==> src/rtl/xmsof_pkg.sv <==
package xmsof_pkg;

   localparam int REG_COUNT = 8;
   localparam int REG_IDX_W = $clog2(REG_COUNT);

   typedef logic [15:0]          word_type;
   typedef logic [1:0]           size_type;
   typedef logic [19:0]          addr_type;
   typedef logic [REG_IDX_W-1:0] reg_idx_type;

   typedef enum logic [2:0] {
      CMD_IMM      = 3'd0,
      CMD_DISP     = 3'd1,
      CMD_RM       = 3'd2,
      CMD_REG      = 3'd3,
      CMD_WRITE    = 3'd4,
      CMD_MEM_DATA = 3'd5,
      CMD_NEW      = 3'd6
   } cmd_type;

   typedef enum logic [1:0] {
      KIND_DIRECT = 2'd0,
      KIND_REG    = 2'd1,
      KIND_MEM    = 2'd2
   } kind_type;

   localparam logic [1:0] MOD_NO_DISP = 2'b00;
   localparam logic [1:0] MOD_REG     = 2'b11;
   localparam logic [2:0] RM_DIRECT   = 3'b110;

   // r/m addressing modes
   localparam logic [2:0] RM_BX_SI = 3'd0;
   localparam logic [2:0] RM_BX_DI = 3'd1;
   localparam logic [2:0] RM_BP_SI = 3'd2;
   localparam logic [2:0] RM_BP_DI = 3'd3;
   localparam logic [2:0] RM_SI    = 3'd4;
   localparam logic [2:0] RM_DI    = 3'd5;
   localparam logic [2:0] RM_BX    = 3'd7;

   localparam reg_idx_type IDX_BX = 3'd3;
   localparam reg_idx_type IDX_BP = 3'd5;
   localparam reg_idx_type IDX_SI = 3'd6;
   localparam reg_idx_type IDX_DI = 3'd7;

   localparam size_type SIZE_NONE = 2'd0;
   localparam size_type SIZE_BYTE = 2'd1;
   localparam size_type SIZE_WORD = 2'd2;

   // a size code of three saturates to a word
   function automatic size_type clamp_size(input size_type b);
      return (b > SIZE_WORD) ? SIZE_WORD : b;
   endfunction

   typedef struct packed {
      kind_type kind;
      logic     slot;
      size_type bytes;
      word_type value;      // direct value, or displacement for memory operands
      logic     byte_mode;
      logic     high_byte;
      logic     use_b;
      logic     disp_only;
      logic     add_disp;
      logic     vld_a;
      logic     vld_b;
   } stage_type;

endpackage

==> src/rtl/xmsof_ram.sv <==
module xmsof_ram #(
   parameter int WIDTH = 16,
   parameter int DEPTH = 8
) (
   input  logic                     clock,
   input  logic                     wr_en,
   input  logic [$clog2(DEPTH)-1:0] wr_addr,
   input  logic [WIDTH-1:0]         wr_data,
   input  logic                     rd_en,
   input  logic [$clog2(DEPTH)-1:0] rd_addr,
   output logic [WIDTH-1:0]         rd_data
);

   logic [WIDTH-1:0] mem_ff [DEPTH];
   logic [WIDTH-1:0] rd_data_ff;

   always_ff @(posedge clock) begin
      if (wr_en) begin
         mem_ff[wr_addr] <= wr_data;
      end
      if (rd_en) begin
         rd_data_ff <= mem_ff[rd_addr];
      end
   end

   assign rd_data = rd_data_ff;

endmodule

==> src/rtl/x86_modrm_source_operand_fetch.sv <==
// Source operand fetch for 8086-style microcode steps.
// Input channel (req_*): one microcode step per item, valid/stall handshake.
// Commands fetch an immediate, a displacement, a ModRM reg or r/m operand,
// write the register file, return data for a pending memory read, or start
// a new instruction. Register writes, new-instruction steps and data with
// no pending read produce no result item.
// Result channel (rsp_*): one item per fetch; a memory r/m operand comes out
// as a read request (mem_request set, operand_valid clear) and its value
// later as a separate item when the data command arrives.
// An accepted step is registered in stage 1 and then in the output register
// that drives rsp_valid. The register file read (two copies of an 8x16
// synchronous RAM, one per read port) is clocked at the accepting edge; the
// base/index/displacement and segment adds then feed the output register.
// Throughput is one item per cycle while the result is not stalled, also
// with a register write directly before a read of the same register.
// Reset (synchronous) empties the pipeline, clears the slot and pending
// state, the data segment, and marks all registers as reading zero.
// A stalled result holds the output register; once the middle stage holds
// an item too, req_stall rises until the result is taken.
module x86_modrm_source_operand_fetch (
   input  logic                   clock,
   input  logic                   reset,
   input  logic                   req_valid,
   output logic                   req_stall,
   input  logic [2:0]             req_cmd,
   input  logic [7:0]             req_modrm_byte,
   input  logic                   req_byte_mode,
   input  xmsof_pkg::word_type    req_imm_value,
   input  xmsof_pkg::size_type    req_imm_bytes,
   input  xmsof_pkg::word_type    req_disp_value,
   input  xmsof_pkg::size_type    req_disp_bytes,
   input  xmsof_pkg::reg_idx_type req_write_index,
   input  xmsof_pkg::word_type    req_write_value,
   input  xmsof_pkg::word_type    req_mem_data,
   output logic                   rsp_valid,
   input  logic                   rsp_stall,
   output logic                   rsp_slot,
   output xmsof_pkg::word_type    rsp_operand_value,
   output xmsof_pkg::size_type    rsp_operand_bytes,
   output logic                   rsp_operand_valid,
   output logic                   rsp_mem_request,
   output xmsof_pkg::addr_type    rsp_read_address,
   input  logic                   csr_write_enable,
   input  xmsof_pkg::word_type    csr_write_data
);

   import xmsof_pkg::*;

   logic        req_acc;
   logic        s1_adv;
   logic        out_load;

   logic        slot_a_ff, slot_a_in;
   logic        pend_slot_ff, pend_slot_in;
   size_type    pend_bytes_ff, pend_bytes_in;
   word_type    dseg_ff;
   logic [REG_COUNT-1:0] reg_vld_ff;

   logic        s1_valid_ff;
   stage_type   s1_ff, s1_in;
   logic        s1_load;

   reg_idx_type addr_a, addr_b;
   word_type    rd_a, rd_b;
   word_type    op_a, op_b;

   logic [1:0]  mod_f;
   logic [2:0]  reg_f, rm_f;

   logic        rsp_valid_ff;
   logic        rsp_slot_ff, rsp_slot_in;
   word_type    rsp_value_ff, rsp_value_in;
   size_type    rsp_bytes_ff, rsp_bytes_in;
   logic        rsp_opv_ff, rsp_opv_in;
   logic        rsp_req_ff, rsp_req_in;
   addr_type    rsp_addr_ff, rsp_addr_in;
   word_type    offset;

   assign s1_adv    = !s1_valid_ff || !rsp_valid_ff || !rsp_stall;
   assign req_stall = !s1_adv;
   assign req_acc   = req_valid && !req_stall;
   assign out_load  = !rsp_valid_ff || !rsp_stall;

   assign mod_f = req_modrm_byte[7:6];
   assign reg_f = req_modrm_byte[5:3];
   assign rm_f  = req_modrm_byte[2:0];

   // ---- decode at accept: control state and register file addresses ----
   always_comb begin
      slot_a_in     = slot_a_ff;
      pend_slot_in  = pend_slot_ff;
      pend_bytes_in = pend_bytes_ff;
      s1_load       = 1'b0;
      s1_in         = '0;
      s1_in.kind    = KIND_DIRECT;
      addr_a        = '0;
      addr_b        = '0;

      case (req_cmd)
         CMD_IMM: begin
            s1_load     = 1'b1;
            s1_in.slot  = slot_a_ff;
            s1_in.value = req_imm_value;
            s1_in.bytes = clamp_size(req_imm_bytes);
            slot_a_in   = 1'b1;
         end
         CMD_DISP: begin
            s1_load     = 1'b1;
            s1_in.slot  = slot_a_ff;
            s1_in.value = req_disp_value;
            s1_in.bytes = clamp_size(req_disp_bytes);
            slot_a_in   = 1'b1;
         end
         CMD_RM: begin
            s1_load         = 1'b1;
            s1_in.slot      = slot_a_ff;
            s1_in.bytes     = req_byte_mode ? SIZE_BYTE : SIZE_WORD;
            s1_in.byte_mode = req_byte_mode;
            slot_a_in       = 1'b1;
            if (mod_f == MOD_REG) begin
               s1_in.kind      = KIND_REG;
               addr_a          = req_byte_mode ? {1'b0, rm_f[1:0]} : rm_f;
               s1_in.high_byte = req_byte_mode && rm_f[2];
            end else begin
               s1_in.kind      = KIND_MEM;
               s1_in.value     = req_disp_value;
               s1_in.disp_only = (mod_f == MOD_NO_DISP) && (rm_f == RM_DIRECT);
               s1_in.add_disp  = (mod_f != MOD_NO_DISP);
               pend_slot_in    = slot_a_ff;
               pend_bytes_in   = req_byte_mode ? SIZE_BYTE : SIZE_WORD;
               case (rm_f)
                  RM_BX_SI: begin addr_a = IDX_BX; addr_b = IDX_SI; s1_in.use_b = 1'b1; end
                  RM_BX_DI: begin addr_a = IDX_BX; addr_b = IDX_DI; s1_in.use_b = 1'b1; end
                  RM_BP_SI: begin addr_a = IDX_BP; addr_b = IDX_SI; s1_in.use_b = 1'b1; end
                  RM_BP_DI: begin addr_a = IDX_BP; addr_b = IDX_DI; s1_in.use_b = 1'b1; end
                  RM_SI: addr_a = IDX_SI;
                  RM_DI: addr_a = IDX_DI;
                  RM_DIRECT: addr_a = IDX_BP;
                  default: addr_a = IDX_BX;
               endcase
            end
         end
         CMD_REG: begin
            s1_load         = 1'b1;
            s1_in.kind      = KIND_REG;
            s1_in.slot      = slot_a_ff;
            s1_in.bytes     = req_byte_mode ? SIZE_BYTE : SIZE_WORD;
            s1_in.byte_mode = req_byte_mode;
            s1_in.high_byte = req_byte_mode && reg_f[2];
            addr_a          = req_byte_mode ? {1'b0, reg_f[1:0]} : reg_f;
            slot_a_in       = 1'b1;
         end
         CMD_MEM_DATA: begin
            if (pend_bytes_ff != SIZE_NONE) begin
               s1_load       = 1'b1;
               s1_in.slot    = pend_slot_ff;
               s1_in.bytes   = pend_bytes_ff;
               s1_in.value   = (pend_bytes_ff == SIZE_BYTE) ?
                               {8'h00, req_mem_data[7:0]} : req_mem_data;
               pend_bytes_in = SIZE_NONE;
            end
         end
         CMD_NEW: begin
            slot_a_in     = 1'b0;
            pend_bytes_in = SIZE_NONE;
         end
         default: begin
         end
      endcase

      // never-written registers read as zero
      s1_in.vld_a = reg_vld_ff[addr_a];
      s1_in.vld_b = reg_vld_ff[addr_b];
   end

   // two copies of the register file, one per read port
   xmsof_ram #(.WIDTH(16), .DEPTH(REG_COUNT)) u_rf_a (
      .clock   (clock),
      .wr_en   (req_acc && (req_cmd == CMD_WRITE)),
      .wr_addr (req_write_index),
      .wr_data (req_write_value),
      .rd_en   (req_acc),
      .rd_addr (addr_a),
      .rd_data (rd_a)
   );

   xmsof_ram #(.WIDTH(16), .DEPTH(REG_COUNT)) u_rf_b (
      .clock   (clock),
      .wr_en   (req_acc && (req_cmd == CMD_WRITE)),
      .wr_addr (req_write_index),
      .wr_data (req_write_value),
      .rd_en   (req_acc),
      .rd_addr (addr_b),
      .rd_data (rd_b)
   );

   always_ff @(posedge clock) begin
      if (reset) begin
         slot_a_ff     <= 1'b0;
         pend_slot_ff  <= 1'b0;
         pend_bytes_ff <= SIZE_NONE;
         reg_vld_ff    <= '0;
         dseg_ff       <= '0;
         s1_valid_ff   <= 1'b0;
      end else begin
         if (req_acc) begin
            slot_a_ff     <= slot_a_in;
            pend_slot_ff  <= pend_slot_in;
            pend_bytes_ff <= pend_bytes_in;
            if (req_cmd == CMD_WRITE) begin
               reg_vld_ff[req_write_index] <= 1'b1;
            end
         end
         if (csr_write_enable) begin
            dseg_ff <= csr_write_data;
         end
         if (s1_adv) begin
            s1_valid_ff <= req_acc && s1_load;
         end
      end
   end

   always_ff @(posedge clock) begin
      if (req_acc) begin
         s1_ff <= s1_in;
      end
   end

   // ---- stage 1: operand select and address add ----
   assign op_a = s1_ff.vld_a ? rd_a : '0;
   assign op_b = (s1_ff.use_b && s1_ff.vld_b) ? rd_b : '0;

   always_comb begin
      rsp_slot_in  = s1_ff.slot;
      rsp_bytes_in = s1_ff.bytes;
      rsp_value_in = s1_ff.value;
      rsp_opv_in   = 1'b1;
      rsp_req_in   = 1'b0;
      rsp_addr_in  = '0;
      offset       = '0;
      case (s1_ff.kind)
         KIND_REG: begin
            if (!s1_ff.byte_mode) begin
               rsp_value_in = op_a;
            end else if (s1_ff.high_byte) begin
               rsp_value_in = {8'h00, op_a[15:8]};
            end else begin
               rsp_value_in = {8'h00, op_a[7:0]};
            end
         end
         KIND_MEM: begin
            // offsets wrap at 16 bits, physical address at 20
            offset = s1_ff.disp_only ? s1_ff.value :
                     op_a + op_b + (s1_ff.add_disp ? s1_ff.value : 16'h0000);
            rsp_value_in = '0;
            rsp_opv_in   = 1'b0;
            rsp_req_in   = 1'b1;
            rsp_addr_in  = {dseg_ff, 4'h0} + {4'h0, offset};
         end
         default: begin
         end
      endcase
   end

   always_ff @(posedge clock) begin
      if (reset) begin
         rsp_valid_ff <= 1'b0;
      end else if (out_load) begin
         rsp_valid_ff <= s1_valid_ff;
      end
   end

   always_ff @(posedge clock) begin
      if (out_load && s1_valid_ff) begin
         rsp_slot_ff  <= rsp_slot_in;
         rsp_value_ff <= rsp_value_in;
         rsp_bytes_ff <= rsp_bytes_in;
         rsp_opv_ff   <= rsp_opv_in;
         rsp_req_ff   <= rsp_req_in;
         rsp_addr_ff  <= rsp_addr_in;
      end
   end

   assign rsp_valid         = rsp_valid_ff;
   assign rsp_slot          = rsp_slot_ff;
   assign rsp_operand_value = rsp_value_ff;
   assign rsp_operand_bytes = rsp_bytes_ff;
   assign rsp_operand_valid = rsp_opv_ff;
   assign rsp_mem_request   = rsp_req_ff;
   assign rsp_read_address  = rsp_addr_ff;

endmodule

==> config.mk <==
export PLATFORM = sky130hd
export DESIGN_NAME = x86_modrm_source_operand_fetch
export DESIGN_NICKNAME = d
export VERILOG_FILES = /design/src/rtl/xmsof_pkg.sv /design/src/rtl/xmsof_ram.sv /design/src/rtl/x86_modrm_source_operand_fetch.sv
export SDC_FILE = /design/constraint.sdc
export NUM_CORES = 1
export LEC_CHECK = 0
export ABC_CLOCK_PERIOD_IN_PS = 5300
export BUFFER_PORTS_ARGS = -buffer_cell sky130_fd_sc_hd__buf_2
export CAP_MARGIN = 20
export CORE_UTILIZATION = 52
export DETAILED_ROUTE_END_ITERATION = 16
export PLACE_DENSITY = 0.72
export SLEW_MARGIN = 40
export SYNTH_ARGS = -nofsm -noshare
export SYNTH_HDL_FRONTEND = slang
export SYNTH_SLANG_ARGS = --single-unit
==> constraint.sdc <==
create_clock -name clock -period 5.3 [get_ports clock]
set_input_delay 1.325 -clock clock [delete_from_list [all_inputs] [get_ports clock]]
set_output_delay 1.325 -clock clock [all_outputs]
set_load 0.05 [all_outputs]
==> flow_metrics.env <==
export IMPL_routed_via_count=8224
export IMPL_clock_skew_ns=0.0169
export IMPL_pin_count=147
export IMPL_min_to="rsp_slot"
export IMPL_cts_root_buf="clkbuf_16"
export IMPL_worstSetupStartpointType="register"
export IMPL_seqPwrFrac_pct=49.4
export IMPL_antenna_cells=0
export IMPL_cts_sinks=259
export IMPL_first_iter_violations=545
export IMPL_synthCells=974
export IMPL_yosys_warnings=0
export IMPL_drt_wl_total_mm=27.6
export IMPL_tightest_slew_ns=0.850
export IMPL_synth_distinct_cells=58
export IMPL_design_area_um2=14400
export IMPL_r2r_end="rsp_read_address[19]"
export IMPL_layout_drive_gt1_share_pct=22.9
export IMPL_period_needed_ns=4.77
export IMPL_synth_area_top_cells="edfxtp_1, mux2i_1, dfxtp_1, mux2_2, ha_1"
export IMPL_fin_nets=1276
export IMPL_timing_fmax_mhz=210
export IMPL_wire_per_inst_um=19.0
export IMPL_die_h_um=156
export IMPL_clk_pin_slew_worst_paths_ns=0.07
export IMPL_yosys_most_used_dff="edfxtp_1"
export IMPL_areaGrowthSynthToFinish_pct=16.7
export IMPL_clkPwrFrac_pct=39.8
export IMPL_worstPathRequired_ns=5.59
export IMPL_clockBufferDepth=3
export IMPL_crit_type="register to register"
export IMPL_row_count=55
export IMPL_synth_async_reset_ratio_pct=0
export IMPL_gr_total_overflow=0
export IMPL_grt_pass1_wl_mm=42.9
export IMPL_p_sw_uw=1110
export IMPL_hpwl_mm=19.2
export IMPL_synth_yosys_seq_area_share_pct=60.6
export IMPL_cts_max_level=1
export IMPL_swShare_pct=23.8
export IMPL_drc_errors=0
export IMPL_ir_drop_mv=0.322
export IMPL_setup_viol=0
export IMPL_worstPathMaxFanout=4
export IMPL_combPwrFrac_pct=10.9
export IMPL_postCtsSetupBuffers=0
export IMPL_grtUsageMet2_pct=38.9
export IMPL_io_buffers=146
export IMPL_gp_congestion=0.899
export IMPL_rrSetupSlack_ns=0.53
export IMPL_cp_end_kind="register"
export IMPL_grt_use_met3_pct=3.42
export IMPL_dpl_cell_area_um2=13500
export IMPL_hold_viol=0
export IMPL_grtUsageTotal_pct=23.0
export IMPL_dieArea_um2=24300
export IMPL_ant_nets=0
export IMPL_status="completed"
export IMPL_internal_power_uw=3580
export IMPL_fin_setup_tns_ns=0
export IMPL_cts_tree="yes"
export IMPL_core_area_um2=23000
export IMPL_grt_busiest_layer="met2"
export IMPL_rsz0062_at_grt="false"
export IMPL_slew_viol_final=0
export IMPL_whs_ns=0.422
export IMPL_whs_path_depth=0
export IMPL_grt_max_degree=41
export IMPL_grt_pass1_vias=8124
export IMPL_die_w_um=156
export IMPL_globalRouteMet1Util_pct=29.2
export IMPL_dr_pass1_iters=9
export IMPL_yosys_register_bits=259
export IMPL_synth_area_um2=12300
export IMPL_hold_path_startpoint="rsp_slot_in"
export IMPL_total_leakage_power_uw=0.00556
export IMPL_numCtsBuffers=26
export IMPL_min_path_type="register to register"
export IMPL_clk_latency_ns=0.56
export IMPL_slew_headroom_pct=43.2
export IMPL_antenna_found_initial=0
export IMPL_viasPerCell=5.64
export IMPL_yosysTopAreaCellShare_pct=55.7
export IMPL_start_util_pct=53.7
export IMPL_synth_edf_count=229
export IMPL_syn_nets=1124
export IMPL_fin_util_pct=62.7
export IMPL_r2r_start="s1_ff[4]"
export IMPL_power_density_nw_per_um2=326
export IMPL_maxCapViolations=0
export IMPL_cp_arrival_ns=5.06
export IMPL_min_period_over_period_pct=90.0
export IMPL_yosys_area_top_type="edfxtp_1"
export IMPL_fillCellCount=1811
export IMPL_synth_area_per_cell_um2=12.7
export IMPL_ff2ff_path_depth=20
metal layers:
metal  part of all wire, %  wire length, um  up-vias
met5                     0                0        -
met1                    43            11800     3928
met2                    48            13300      303
li1                      -                -     3922
met4                   4.2             1170        0
met3                   5.3             1470       71
cell usage in the layout (no fill, tap or decap), drive strengths merged, types with 10 or more instances in the layout:
master	netlist	layout
edfxtp	229	229
buf	16	168
nor2	94	94
nand2	84	84
mux2i	71	71
inv	56	55
a21oi	50	50
o21ai	39	39
mux2	36	36
dfxtp	30	30
ha	29	29
clkbuf	28	29
o22ai	21	21
a221oi	17	17
fa	17	17
a222oi	16	16
xor2	15	15
clkinv	1	13
nand3	12	12
xnor2	11	11
nand2b	10	10
o31ai	10	10
worst max path at each step:
stage / end / startpoint / slack, ns
after floorplan: rsp_mem_request / rsp_stall / 0.45
after global placement: rsp_read_address[19] / s1_ff[4] / 0.54
after detailed placement: rsp_read_address[19] / s1_ff[4] / 0.51
after CTS: rsp_read_address[19] / s1_ff[4] / 0.42
after global routing: rsp_read_address[19] / s1_ff[0] / 0.002
final: rsp_read_address[19] / s1_ff[4] / 0.53
worst max-delay path: stages, from the launching register on:
cell and delay (ns):
edfxtp_1 0.34, and2_1 0.17, nand2_1 0.09, fa_1 0.56, inv_1 0.06, ha_1 0.30
a211oi_1 0.27, o21bai_1 0.13, a2111oi_1 0.42, or3_1 0.24, o21ai_0 0.13, xnor2_1 0.15
o21ai_1 0.11, ha_1 0.35, nand4_1 0.13, nor2_1 0.16, a211oi_1 0.10, o21ai_0 0.23
or3b_1 0.38, xor2_1 0.14, nor2_1 0.05
cells in the mapped netlist, types with 6 or more instances:
library cell / instances
a21o_1: 6
o21a_1: 6
buf_2: 6
ha_1: 29
a211oi_1: 9
and2_1: 6
mux2i_1: 71
xor2_1: 15
nand3_1: 11
nor2_1: 94
o22ai_1: 19
o21ai_0: 39
clkbuf_1: 28
inv_1: 55
a22o_1: 7
edfxtp_1: 229
o31ai_1: 10
nand2b_1: 10
nand2_1: 84
dfxtp_1: 30
a222oi_1: 16
mux2_2: 36
xnor2_1: 11
a221oi_1: 17
nor3_1: 8
fa_1: 17
a21oi_1: 50
cell type report:
cell class,instances,area [um2],area share [%]
timing repair buffer,168,915,6.35
sequential,259,7480,51.9
multi-input combinational,614,4520,31.4
tap,313,392,2.72
inverter,57,215,1.49
clock inverter,18,221,1.54
clock buffer,29,662,4.60
registers in the layout, summed over array words and instances, names as in the netlist, 8 cells and up:
| signal | cells |
|---|---|
| u_rf_a.mem_ff | 64 |
| u_rf_b.mem_ff | 64 |
| s1_ff | 25 |
| rsp_read_address | 20 |
| dseg_ff | 16 |
| rsp_operand_value | 16 |
| u_rf_a.rd_data | 16 |
| u_rf_b.rd_data | 16 |
| reg_vld_ff | 8 |
per-stage QoR:
stage	setup WS (ns)	instances	total power (uW)
CTS	0.417	1457	4720
global placement	0.537	1406	2850
finish	0.531	1458	4690
floorplan	0.452	974	2700
global route	0.00199	1458	4850
detailed placement	0.513	1410	2860
power groups by stage:
stage	clock network (uW)	registers (uW)	logic, uW
after global routing	1970	2320	559
after detailed placement	0	2360	503
after global placement	0	2360	488
after floorplan	0	2380	319
after CTS	1900	2320	505
final	1870	2320	510
timing repair:
action | in CTS | in global routing
gates resized for setup | 0 | 2
hold buffers | 0 | 0
endpoints found under the setup margin | 0 | 2
cell families (layout without fill, tap and decap cells):
family	count (synthesis)	in the layout	synth area share, %
DFF	259	259	60.6
and+or+nand+nor	235	235	8.41
AOI/OAI and AO/OA	200	200	10.9
muxes	107	107	9.05
buffers and inverters	101	272	3.47
adders and majority gates	46	46	5.70
xor gates and xnor gates	26	26	1.85
Note: power is estimated with default switching activity, not from simulation.
